## src/gfn_pkg.sv

```systemverilog
// Package for the greedy farthest-neighbor tour block.
// Holds the cell record type, field widths and the state encodings used by the modules.
package gfn_pkg;

   localparam int COORD_W = 16;
   localparam int IDX_W   = 6;
   localparam int CNT_W   = 7;
   localparam int SQ_W    = 34;
   localparam int ROOT_W  = 17;
   localparam int ROOT_STEPS = 17;

   // One city as held by a ring cell
   typedef struct packed {
      logic [COORD_W-1:0] x;
      logic [COORD_W-1:0] y;
      logic [IDX_W-1:0]   idx;
      logic               visited;
   } cell_type;

   // Control from the sequencer to every cell
   typedef struct packed {
      logic             rotate;
      logic             start;
      logic             mark;
      logic [IDX_W-1:0] mark_idx;
   } cell_ctrl_type;

   // Handshake with the distance unit
   typedef struct packed {
      logic               done;
      logic [ROOT_W-1:0]  root;
   } dist_res_type;

   typedef enum logic [5:0] {
      S_LOAD  = 6'b000001,
      S_START = 6'b000010,
      S_EMIT  = 6'b000100,
      S_HEAD  = 6'b001000,
      S_DIST  = 6'b010000,
      S_SPARE = 6'b100000
   } seq_state_type;

   typedef enum logic [3:0] {
      D_IDLE = 4'b0001,
      D_SQX  = 4'b0010,
      D_SQY  = 4'b0100,
      D_ROOT = 4'b1000
   } dist_state_type;

endpackage

```

## src/gfn_dist.sv

```systemverilog
// Distance unit: squares dx and then dy, then a 17-step integer square root.
// Depends on gfn_pkg for widths and the state encoding.
module gfn_dist (
   input  logic                        clock,
   input  logic                        reset,
   input  logic                        start,
   input  logic [gfn_pkg::COORD_W-1:0] ax,
   input  logic [gfn_pkg::COORD_W-1:0] ay,
   input  logic [gfn_pkg::COORD_W-1:0] bx,
   input  logic [gfn_pkg::COORD_W-1:0] by,
   output gfn_pkg::dist_res_type       res
);

   gfn_pkg::dist_state_type state_ff, state_in;
   logic [gfn_pkg::COORD_W-1:0] dx_ff, dx_in, dy_ff, dy_in;
   logic [gfn_pkg::SQ_W-1:0]    v_ff, v_in, root_ff, root_in, bit_ff, bit_in;
   logic [4:0]                  step_ff, step_in;
   logic                        done_ff, done_in;
   logic [gfn_pkg::SQ_W-1:0]    trial;
   logic [2*gfn_pkg::COORD_W-1:0] sq;

   assign trial = root_ff + bit_ff;
   assign sq    = (state_ff == gfn_pkg::D_SQX) ? dx_ff * dx_ff : dy_ff * dy_ff;

   // Advance squaring and root iterations
   always_comb begin
      state_in = state_ff;
      dx_in    = dx_ff;
      dy_in    = dy_ff;
      v_in     = v_ff;
      root_in  = root_ff;
      bit_in   = bit_ff;
      step_in  = step_ff;
      done_in  = 1'b0;
      case (state_ff)
         gfn_pkg::D_IDLE: begin
            if (start) begin
               dx_in    = (ax > bx) ? ax - bx : bx - ax;
               dy_in    = (ay > by) ? ay - by : by - ay;
               state_in = gfn_pkg::D_SQX;
            end
         end
         gfn_pkg::D_SQX: begin
            v_in     = gfn_pkg::SQ_W'(sq);
            state_in = gfn_pkg::D_SQY;
         end
         gfn_pkg::D_SQY: begin
            v_in     = v_ff + gfn_pkg::SQ_W'(sq);
            root_in  = '0;
            bit_in   = gfn_pkg::SQ_W'(1) << (2 * (gfn_pkg::ROOT_STEPS - 1));
            step_in  = '0;
            state_in = gfn_pkg::D_ROOT;
         end
         gfn_pkg::D_ROOT: begin
            if (v_ff >= trial) begin
               v_in    = v_ff - trial;
               root_in = (root_ff >> 1) + bit_ff;
            end else begin
               root_in = root_ff >> 1;
            end
            bit_in  = bit_ff >> 2;
            step_in = step_ff + 5'd1;
            if (step_ff == 5'(gfn_pkg::ROOT_STEPS - 1)) begin
               done_in  = 1'b1;
               state_in = gfn_pkg::D_IDLE;
            end
         end
         default: state_in = gfn_pkg::D_IDLE;
      endcase
   end

   always_ff @(posedge clock) begin
      if (reset) begin
         state_ff <= gfn_pkg::D_IDLE;
         done_ff  <= 1'b0;
      end else begin
         state_ff <= state_in;
         done_ff  <= done_in;
      end
   end

   always_ff @(posedge clock) begin
      dx_ff   <= dx_in;
      dy_ff   <= dy_in;
      v_ff    <= v_in;
      root_ff <= root_in;
      bit_ff  <= bit_in;
      step_ff <= step_in;
   end

   assign res.done = done_ff;
   assign res.root = root_ff[gfn_pkg::ROOT_W-1:0];

endmodule

```

## config.mk

```make
export PLATFORM = sky130hd
export DESIGN_NAME = gfn_dist
export DESIGN_NICKNAME = d
export VERILOG_FILES = /design/src/gfn_pkg.sv /design/src/gfn_dist.sv
export SDC_FILE = /design/constraint.sdc
export NUM_CORES = 2
export LEC_CHECK = 0
export BUFFER_PORTS_ARGS = -buffer_cell sky130_fd_sc_hd__buf_2
export CORE_MARGIN = 3
export CORE_UTILIZATION = 60
export DETAILED_ROUTE_END_ITERATION = 7
export PLACE_DENSITY = 0.91
export SKIP_LAST_GASP = 1
export SLEW_MARGIN = 25
export SYNTH_ARGS = -nofsm -noshare
export SYNTH_HDL_FRONTEND = slang
export SYNTH_SLANG_ARGS = --single-unit
```

## constraint.sdc

```tcl
create_clock -name clock -period 8.6 [get_ports clock]
set_clock_uncertainty 0.1 [all_clocks]
set_input_delay 2.15 -clock clock [delete_from_list [all_inputs] [get_ports clock]]
set_output_delay 2.15 -clock clock [all_outputs]
set_load 0.005 [all_outputs]
```

==> results.md <==
- Max Freq: 118 MHz
- Largest net degree at the start of global routing: 60
- First-pass GRT wire length: 117 mm
- Die W: 222 microns
- Via Count: 24135
- N_diodes: 0
- Root Driver: clkbuf_16
- Hold path depth: 1
- Worst r2r src: dy_ff[10]
- CTS HTree Levels: 4
- Most used DFF post-synth: edfxtp_1
- Commonest non-fill, non-tap cell in the layout: inv_1
- Post-cts hold buffer count: 0
- Longest Clk Path Bufs: 2
- WP data arrival: 8.59 ns
- Status: finished, final reports clean
- 1st-pass router iterations: 6
- Initial Utilization: 61.2%
- Final Util: 66.5%
- Period utilization: 98.6%
- FFs w/ async S/R, synth: 0%
- Routed length per instance: 18.6 microns
- Yosys top cell by area: fa_1
- Hold WC Path Type: register to register
- Final setup vio count: 0
- Crit start category: register
- Tmin final: 8.48 ns
- Detailed Route WL: 72.9 mm
- Mapped cell area: 28000 sq um
- Syn_area_per_cell: 8.69 sq um
- Slew Limit Fails: 0
- Synthesized Nets: 3981
- Row count: 78
- R2R depth: 32
- TritonCTS Sinks: 127
- MaxCap Viol Count: 0
- Yosys warns: 0
- Io pins: 85
- Die Y-Extent: 222 microns
- Port Buffers: 84
- Worst Setup EP: v_ff[31]
- Initial antenna violation count: 0
- EDFF count, synth: 122
- Worst Path Class, Setup: register to register
- DRC: 0
- Syn-to-layout area delta: 8.54%
- Critical Path Max Stage Delay: 0.58 ns
- DR vias/cell: 6.14
- Reg2Reg Setup Slack: 0.12 ns
- Synth top area cells: fa_1 (23%), ha_1 (17%), edfxtp_1 (13%)
- Final HPWL DP: 56.0 mm
- Seq/Total Area, Yosys: 13.5%
- Most frequent cells in the layout: inv_1 (560), ha_1 (363), fa_1 (322)
- Fin. Hold Viols: 0
- Initial DRC Count: 2474
- Num CTS Buffers: 17
- TritonCTS clock tree: built
- Vias in the first global route: 24528
- RePlAce Congestion: 0.973
- CP most frequent cell: fa_1
- Antenna Violating Nets Remaining: 0
- Crit-path slowest cell: fa_1
- Yosys cell types: 81
- Nets: 4080
- Clock slew at reported path FFs: 0.07 ns
- R2r endpoint: v_ff[31]
- GRT Util Overall: 28.7%
- Slew HR: 44.0%
- Placeable Area: 45700 sq um
- GRT Residual Overflow: 0
- Synth Register Bits: 127
- Crit path from: dy_ff[10]
- Unrepaired setup endpoints after global routing: true
- Worst setup EP type: register
- Crit Path Max Fanout: 11
- CP required: 8.71 ns
- Synth Instances: 3216
- Layout cells sized above 1: 9.92%
- Full die area: 49200 sq um
- Post-synth top area share: 23.1%
- Measured slew at the worst slew-check pin: 0.841 ns
- Final Hold Slack: 0.502 ns
- Clock Latency Late Sink: 0.47 ns
[how the worst min path moves through the flow]
| stage | from | slack (ns) | endpoint |
|---|---|---|---|
| final | bit_ff[24] | 0.50 | bit_ff[22] |
| after detailed placement | bit_ff[24] | 0.49 | bit_ff[22] |
| after global routing | bit_ff[16] | 0.52 | bit_ff[14] |
| after global placement | bit_ff[10] | 0.47 | bit_ff[8] |
| after floorplan | bit_ff[2] | 0.46 | bit_ff[0] |
| after CTS | bit_ff[24] | 0.50 | bit_ff[22] |
[final cells by class]
| cell class | instances | area, sq um |
|---|---|---|
| repair buffers | 195 | 1260 |
| flip-flops and latches | 127 | 3760 |
| fillers | 3308 | 15300 |
| clock buffers | 18 | 429 |
| inverters | 566 | 2130 |
| multi-input cells | 2408 | 21900 |
| clock inverters | 14 | 139 |
| well taps | 600 | 751 |
[critical path: cells and delay by family, from the launching register on]
family	cells	cell delay [ns]
adder cells (fa/ha/maj)	8	3.50
AO/OA/AOI/OAI	13	2.78
flip-flops	1	0.52
AND/OR/NAND/NOR	4	0.47
XOR/XNOR	2	0.42
buffers and inverters	5	0.42
[what timing repair did]
action | 4_1_cts | 5_1_grt
setup buffers | 20 | 30
pin swaps | 1 | 18
gates cloned | 0 | 0
endpoints found under the hold margin | 0 | 0
endpoints found under the setup margin | 1 | 9
resized for setup | 5 | 65
[synth_stat cells, types with 11 or more instances]
master	number
nor2_1	157
xor2_1	97
o211ai_1	17
nor3_1	21
a31o_2	21
inv_1	563
fa_1	323
a211oi_1	49
buf_4	21
mux2i_1	20
nand3_1	45
nand2b_1	29
nor2b_1	42
o21a_1	14
xnor2_1	118
or2_2	11
nand2_1	292
clkbuf_1	84
a21oi_1	174
nand4_1	16
or3_1	14
o21ai_1	19
o31ai_1	14
a21o_1	80
a221o_1	13
o21bai_1	28
and3_1	23
edfxtp_1	122
o21ai_0	116
a31oi_1	40
and2_1	111
ha_1	375
a22oi_1	16
[sequential cells by signal, indices dropped and copies added, names as in the netlist]
register  cells
bit_ff       17
done_ff       1
dx_ff        16
dy_ff        16
root_ff      34
state_ff      4
step_ff       5
v_ff         34
[kinds of logic after synthesis]
kind of cell / synth area share, %
AO/OA/AOI/OAI: 15.7
multiplexers: 0.958
buffers and inverters: 9.45
AND/OR/NAND/NOR: 13.8
XOR/XNOR: 6.73
adder cells (fa/ha/maj): 39.9
flip-flops: 13.5
[through the flow]
stage	setup TNS [ns]	cells	worst slack [ns]	instance area, sq um
floorplan	0	3216	0.500	28000
global placement	0	3846	0.127	29100
detailed placement	-0.127	3846	-0.127	29100
CTS	0	3898	0.00260	29800
global route	-0.894	3928	-0.284	30400
finish	0	3928	0.123	30400
[metal layers]
layer	up-vias	wire [microns]	track usage, %
li1	10919	-	-
met1	11582	27000	34.7
met2	1296	36000	49.7
met3	338	5890	4.83
met4	0	4040	14.7
met5	-	0	0
Power is left out: the tool's default activity adds up to more than one toggle a clock period on the data nets, which glitch-free logic cannot reach.
