[src/gfn_pkg.sv]
// Package for the greedy farthest-neighbor tour block.
// Holds the cell record type, field widths and the state encodings used by the modules.
package gfn_pkg;

   localparam int COORD_W = 16;
   localparam int IDX_W   = 6;
   localparam int CNT_W   = 7;
   localparam int SQ_W    = 34;
   localparam int ROOT_W  = 17;
   localparam int ROOT_STEPS = 17;

   // One city as held by a ring cell
   typedef struct packed {
      logic [COORD_W-1:0] x;
      logic [COORD_W-1:0] y;
      logic [IDX_W-1:0]   idx;
      logic               visited;
   } cell_type;

   // Control from the sequencer to every cell
   typedef struct packed {
      logic             rotate;
      logic             start;
      logic             mark;
      logic [IDX_W-1:0] mark_idx;
   } cell_ctrl_type;

   // Handshake with the distance unit
   typedef struct packed {
      logic               done;
      logic [ROOT_W-1:0]  root;
   } dist_res_type;

   typedef enum logic [5:0] {
      S_LOAD  = 6'b000001,
      S_START = 6'b000010,
      S_EMIT  = 6'b000100,
      S_HEAD  = 6'b001000,
      S_DIST  = 6'b010000,
      S_SPARE = 6'b100000
   } seq_state_type;

   typedef enum logic [3:0] {
      D_IDLE = 4'b0001,
      D_SQX  = 4'b0010,
      D_SQY  = 4'b0100,
      D_ROOT = 4'b1000
   } dist_state_type;

endpackage

[src/gfn_cell.sv]
// One cell of the rotating city ring: holds coordinates, index and visited flag.
// Depends on gfn_pkg for the cell record and control types.
module gfn_cell #(
   parameter int POS = 0
) (
   input  logic                        clock,
   input  logic                        reset,
   input  gfn_pkg::cell_ctrl_type      ctrl,
   input  logic                        load_en,
   input  logic [gfn_pkg::COORD_W-1:0] load_x,
   input  logic [gfn_pkg::COORD_W-1:0] load_y,
   input  gfn_pkg::cell_type           next_cell,
   output gfn_pkg::cell_type           cell_out
);

   gfn_pkg::cell_type cell_ff, cell_in;

   // Pick the next content: shift from neighbor, load, or update flags
   always_comb begin
      cell_in = cell_ff;
      if (ctrl.rotate) begin
         cell_in = next_cell;
      end else if (load_en) begin
         cell_in.x       = load_x;
         cell_in.y       = load_y;
         cell_in.visited = 1'b0;
      end else if (ctrl.start) begin
         cell_in.visited = (cell_ff.idx == '0);
      end else if (ctrl.mark && (cell_ff.idx == ctrl.mark_idx)) begin
         cell_in.visited = 1'b1;
      end
   end

   // Index is control state; coordinates need no reset
   always_ff @(posedge clock) begin
      cell_ff.x       <= cell_in.x;
      cell_ff.y       <= cell_in.y;
      cell_ff.visited <= cell_in.visited;
      if (reset) begin
         cell_ff.idx <= gfn_pkg::IDX_W'(POS);
      end else begin
         cell_ff.idx <= cell_in.idx;
      end
   end

   assign cell_out = cell_ff;

endmodule

[config.mk]
export PLATFORM = sky130hd
export DESIGN_NAME = gfn_cell
export DESIGN_NICKNAME = d
export VERILOG_FILES = /design/src/gfn_pkg.sv /design/src/gfn_cell.sv
export SDC_FILE = /design/constraint.sdc
export NUM_CORES = 1
export LEC_CHECK = 0
export ABC_AREA = 1
export BUFFER_PORTS_ARGS = -buffer_cell sky130_fd_sc_hd__clkbuf_2
export CELL_PAD_IN_SITES_DETAIL_PLACEMENT = 0
export CELL_PAD_IN_SITES_GLOBAL_PLACEMENT = 1
export CORE_AREA = 2 2 86 88
export CTS_BUF_LIST = sky130_fd_sc_hd__clkbuf_8
export DETAILED_ROUTE_END_ITERATION = 10
export DIE_AREA = 0 0 88 90
export GPL_TIMING_DRIVEN = 0
export PLACE_DENSITY = 0.84
export SYNTH_ARGS = -nofsm -noshare
export SYNTH_HDL_FRONTEND = slang
export SYNTH_SLANG_ARGS = --single-unit
[constraint.sdc]
create_clock -name clock -period 1.65 [get_ports clock]
set_input_delay 0.33 -clock clock [delete_from_list [all_inputs] [get_ports clock]]
set_output_delay 0.33 -clock clock [all_outputs]
set_load 0.05 [all_outputs]
==> out/summary.txt, run 1 <==
PnR worst setup slack: 333 ps
DR vias: 1,716
Clock Sinks: 39
Ant. Diodes: 0
R2r setup slk: 500 ps
Leak pwr: 1.43 nW
Worst-Skew Late Latency: 290 ps
H-tree levels: 2
Vias in the first global route: 1,597
Setup Total Neg Slack: 0 ps
Part of the Yosys area used for sequential elements: 0.625
Setup violations, final: 0
Register area: 1110 µm²
RSZ-0062 raised after global routing: no
Worst Hold Class: input pin to register
R2r startpoint: cell_out[1]
Slowest CP cell: dfxtp_1
Fin util: 0.376
Power Dens Cells: 1090 nW/µm²
Synth unique cells: 16
CP Capture Type: primary output
Max rail drop VDD: 286 µV
Crit path cell chain: clkbuf_2
DRT iter0 DRCs: 19
R2R cell count: 4
Crit path largest cell delay: 390 ps
Synth warnings: 0
Hold-fix buffers at CTS: 0
Fillers: 761
Die Ht: 90 µm
Part of the cycle the worst path needs: 0.798
Post-route DRC: 0
Post-Route WL: 4700 µm
DR vias/cell: 4.02
Max reg flops: 39
Row count: 31
Post-CTS Setup Inserts: 0
Largest net degree at the start of global routing: 34
Number of synthesized flops with an enable pin: 33
Netlist Area Pre-Place: 1780 µm²
CTS tree: done
Fmax: 0.759 GHz
WHS Endpoint: cell_out[4]
Wirelength per Cell: 11.0 µm
Maxcap violations: 0
Port Buffer Count: 120
CP required: 1320 ps
Layout cells sized above 1: 0.418
Final hold slack: 287 ps
Dpl cells: 419
Syn nets: 283
Final Hold Fails: 0
Num CTS Buffers: 5
Crit path DAT: 990 ps
P&R area growth vs syn: 48.5%
Post-Synthesis Cells: 200
Die Wd: 88 µm
Clock buffer depth: 2
Worst-path clk slew: 80 ps
Hold Path Cell Cnt: 3
Pre-CTS setup slack: -255 ps
Status: finished, final reports clean
Top-count cell post-synth: nand2_1
First-pass GRT wire length: 7450 µm
Hold path start: next_cell[4]
Crit Path Max Fanout: 5
Slew Limit Fails: 0
Top cells by area, synth: edfxtp_1, nand2_1, dfxtp_1, inv_1, nor2_1
NumNets Final: 410
Ys async rst share: 0
Most instantiated cells after synthesis: nand2_1, edfxtp_1, inv_1, nor2_1
Multi-input gate area: 566 µm²
Post-Syn Area per Cell: 8.89 µm²
Antenna violations before repair: 0
Critical path buffers and inverters: 1
Non-Filler Instances: 427
Flops & latches, synth: 39
Leading area contributor after synthesis: edfxtp_1
HPWL after DPL: 3630 µm
Reg2reg end: cell_out[0]
GP Congestion: 0.717
Critical path launch point type: register
Main synth FF type: edfxtp_1
Initial Util: 0.253
Critical path class: register to primary output
CTS root buf: clkbuf_8
Die area: 7920 µm²
Min Clock Period, post-route: 1320 ps
CP delay by family, top: flip-flops
Iteration count of the initial detailed-routing pass: 4
Core area: 7020 µm²
Final Skew: 0.410 ps
Share of the synthesized area in the top cell type: 0.557
I/O Pins: 122
Max-slew headroom: 0.699
Overflow left after global routing: 0
Routed Antenna Nets: 0
Slew @ Worst Pin: 451 ps
GR Util All Layers: 0.122
[worst max-delay path by stage]
| stage | endpoint | cells after the start | start |
|---|---|---|---|
| 6_report | cell_out[4] | 1 | cell_out[4] |
| 5_1_grt | cell_out[6] | 1 | cell_out[6] |
| 4_1_cts | cell_out[0] | 5 | ctrl[8] |
| 3_5_place_dp | cell_out[0] | 5 | ctrl[8] |
| 3_3_place_gp | cell_out[0] | 5 | ctrl[8] |
| 2_1_floorplan | cell_out[0] | 5 | ctrl[8] |
[kinds of logic (layout without fill, tap and decap cells)]
logic type	after synthesis	after routing	synth area share
simple gates	133	133	0.287
compound gates	7	7	0.0282
flops	39	39	0.625
buf+inv	21	149	0.0598
[placed cells by master, fill, tap and decap left out]
master     Yosys  final
clkinv_4       1      1
clkbuf_8       0      5
buf_6          2      2
o21bai_1       1      1
a21oi_1        1      1
bufinv_16      0      2
nand2_4        0      1
dfxtp_1        6      6
a21boi_0       1      1
nor3_1         2      2
inv_1         12     13
edfxtp_1      33     33
buf_2          6      6
a211oi_1       4      4
clkbuf_2       0    120
nand3_1        3      3
nor2_1        10     10
or2_1          1      1
nand2_1      116    116
[cell type report]
class                   count  share of cell area
flip-flops and latches     39               0.421
repair buffers            120               0.227
multi-input cells         140               0.214
well taps                  99              0.0469
clock buffers               5              0.0261
clock inverters             3              0.0242
inverters                  13              0.0204
plain buffers               8              0.0199
[stage by stage]
stage	instance area [µm²]	power [mW]
finish	2640	2.88
global route	2640	3.01
CTS	2640	2.91
detailed placement	2500	1.97
global placement	2500	1.96
floorplan	1780	1.74
[where the power goes]
part | internal, mW | switching (mW)
Clock | 0.599 | 0.347
Sequential | 1.18 | 0.0332
Combinational | 0.187 | 0.531
[metal layers]
metal / global-route usage / up-vias / share of wire
met5: 0 / - / 0
met4: 0.0423 / 0 / 0.015
met3: 0.0367 / 8 / 0.092
met2: 0.201 / 80 / 0.46
met1: 0.150 / 746 / 0.44
li1: - / 882 / -
[timing repair]
action / 4_1_cts / 5_1_grt
endpoints found under the hold margin: 0 / 0
gates resized for setup: 0 / 1
endpoints found under the setup margin: 0 / 1
Power figures use the tool's default switching activity.
==> inputs of run 2 (changes only) <==
==> constraint.sdc (replaced) <==
create_clock -name clock -period 1.1 [get_ports clock]
set_input_delay 0.22 -clock clock [delete_from_list [all_inputs] [get_ports clock]]
set_output_delay 0.22 -clock clock [all_outputs]
set_load 0.05 [all_outputs]
==> out/summary.txt, run 2 (synthesis gave the netlist of run 1 again) <==
Num CTS Buffers: 5 (unchanged)
First-pass GRT wire length: 7510 µm (was 7450 µm)
Max rail drop VDD: 422 µV (was 286 µV)
GR Util All Layers: 0.123 (was 0.122)
Worst-Skew Late Latency: 280 ps (was 290 ps)
DR vias: 1,694 (was 1,716)
Critical path buffers and inverters: 1 (unchanged)
DR vias/cell: 3.97 (was 4.02)
PnR worst setup slack: -9.36 ps (was 333 ps)
Worst setup path end: cell_out[12] (was cell_out[4])
Clock buffer depth: 2 (unchanged)
Ant. Diodes: 0 (unchanged)
GP Congestion: 0.692 (was 0.717)
Initial Util: 0.253 (unchanged)
Largest net degree at the start of global routing: 34 (unchanged)
Max-slew headroom: 0.817 (was 0.699)
R2r startpoint: cell_out[3] (was cell_out[1])
Fmax: 0.901 GHz
Die Wd: 88 µm (unchanged)
CP delay by family, top: flip-flops (unchanged)
R2r setup slk: 20 ps (was 500 ps)
Most common cell after layout, fill and taps aside: nand2_1 (was clkbuf_2)
Post-route DRC: 0 (unchanged)
Iteration count of the initial detailed-routing pass: 4 (unchanged)
Part of the cycle the worst path needs: 1.01
Clock Sinks: 39 (unchanged)
Levels on crit path: 1 (unchanged)
Crit path cell chain: buf_8 (was clkbuf_2)
Power Dens Cells: 1400 nW/µm² (was 1090 nW/µm²)
Critical path class: register to primary output (unchanged)
Antenna violations before repair: 0 (unchanged)
R2R cell count: 6 (was 4)
Final hold slack: 170 ps (was 287 ps)
Overflow left after global routing: 0 (unchanged)
Port Buffer Count: 120 (unchanged)
Failing checks: negative setup slack
Maxcap violations: 0 (unchanged)
Die Ht: 90 µm (unchanged)
NumNets Final: 410 (unchanged)
CP Capture Type: primary output (unchanged)
Most frequent cells in the layout: nand2_1, clkbuf_2, edfxtp_1 (was clkbuf_2, nand2_1, edfxtp_1)
I/O Pins: 122 (unchanged)
Setup violations, final: 1 (was 0)
Final Skew: 0.837 ps (was 0.410 ps)
Vias in the first global route: 1,607 (was 1,597)
Max reg flops: 39 (unchanged)
DRT iter0 DRCs: 38 (was 19)
Row count: 31 (unchanged)
CTS tree: done (unchanged)
Worst Hold Class: input pin to register (unchanged)
Fillers: 716 (was 761)
CTS root buf: clkbuf_8 (unchanged)
Status: complete, but fails checks (was finished, final reports clean)
Critical Path Start: cell_out[12] (was cell_out[4])
CP required: 880 ps (was 1320 ps)
Critical path launch point type: register (unchanged)
Post-Route WL: 4840 µm (was 4700 µm)
Leak pwr: 1.50 nW (was 1.43 nW)
Crit Path Max Fanout: 1 (was 5)
Die area: 7920 µm² (unchanged)
Dpl cells: 419 (unchanged)
P&R area growth vs syn: 64.3% (was 48.5%)
Layout cells sized above 1: 0.454 (was 0.418)
RSZ-0062 raised after global routing: yes (was no)
Slew @ Worst Pin: 273 ps (was 451 ps)
Min Clock Period, post-route: 1110 ps
Final Hold Fails: 0 (unchanged)
Crit path largest cell delay: 430 ps (was 390 ps)
Core area: 7020 µm² (unchanged)
Wirelength per Cell: 11.3 µm (was 11.0 µm)
H-tree levels: 2 (unchanged)
Routed Antenna Nets: 0 (unchanged)
Slowest CP cell: edfxtp_1 (was dfxtp_1)
Non-Filler Instances: 427 (unchanged)
Reg2reg end: cell_out[0] (unchanged)
Crit path DAT: 890 ps (was 990 ps)
Worst-path clk slew: 80 ps (about the same)
Slew Limit Fails: 0 (unchanged)
HPWL after DPL: 3650 µm (was 3630 µm)
==> run 2: metrics by stage <==
step                       util  total power, mW  setup slack, ps  area, µm²  setup TNS (ps)
final                     0.416             4.09            -9.36       2920           -9.36
after global routing      0.416             4.28            -61.1       2920            -463
after CTS                 0.411             4.12            -42.5       2880            -132
after detailed placement  0.361             2.96             -264       2530            -416
after global placement    0.361             2.94             -245       2530            -369
after floorplan               -             2.61            -89.4       1810           -89.4
==> run 2: how the worst min path moves through the flow <==
stage                       from          end  slack [ps]  cells past startpoint
detailed placement  next_cell[4]  cell_out[4]         460                      3
finish              next_cell[4]  cell_out[4]         170                      3
CTS                 next_cell[4]  cell_out[4]         150                      3
global placement    next_cell[4]  cell_out[4]         460                      3
global route        next_cell[4]  cell_out[4]         170                      3
floorplan                  reset  cell_out[4]         280                      1
==> run 2: area by class of cell <==
type	instances	area [µm²]	area share
Inverter	13	53.8	0.0184
Clock buffer	5	68.8	0.0236
Tap cell	99	124	0.0424
Timing Repair Buffer	120	896	0.307
Multi-Input combinational cell	140	584	0.200
Buffer	8	52.6	0.0180
Clock inverter	3	16.3	0.00557
Sequential cell	39	1130	0.385
==> run 2: what timing repair did <==
item / CTS / global route
setup buffers: 0 / 0
hold buffers: 0 / 0
resized for setup: 67 / 29
endpoints found under the setup margin: 40 / 32
pin swaps: 4 / 6
cloned: 0 / 0
==> run 2: routing by layer <==
metal | vias up | routed length (µm) | track usage
li1 | 886 | - | -
met2 | 78 | 2360 | 0.213
met1 | 724 | 2050 | 0.148
met3 | 6 | 363 | 0.0257
met5 | - | 0 | 0
met4 | 0 | 67 | 0.0423
==> run 2: worst min-delay path, cell delays in order <==
cell	delay [ps]
clkbuf_2	80
nand2_1	50
a21oi_1	50
==> run 2: report_power, final <==
group	switching (mW)	leakage, nW	total, mW	internal [mW]
sequential	0.0754	0.393	1.85	1.78
clock	0.501	0.0453	0.935	0.434
combinational	0.805	1.06	1.30	0.494
total	1.38	1.50	4.09	2.71
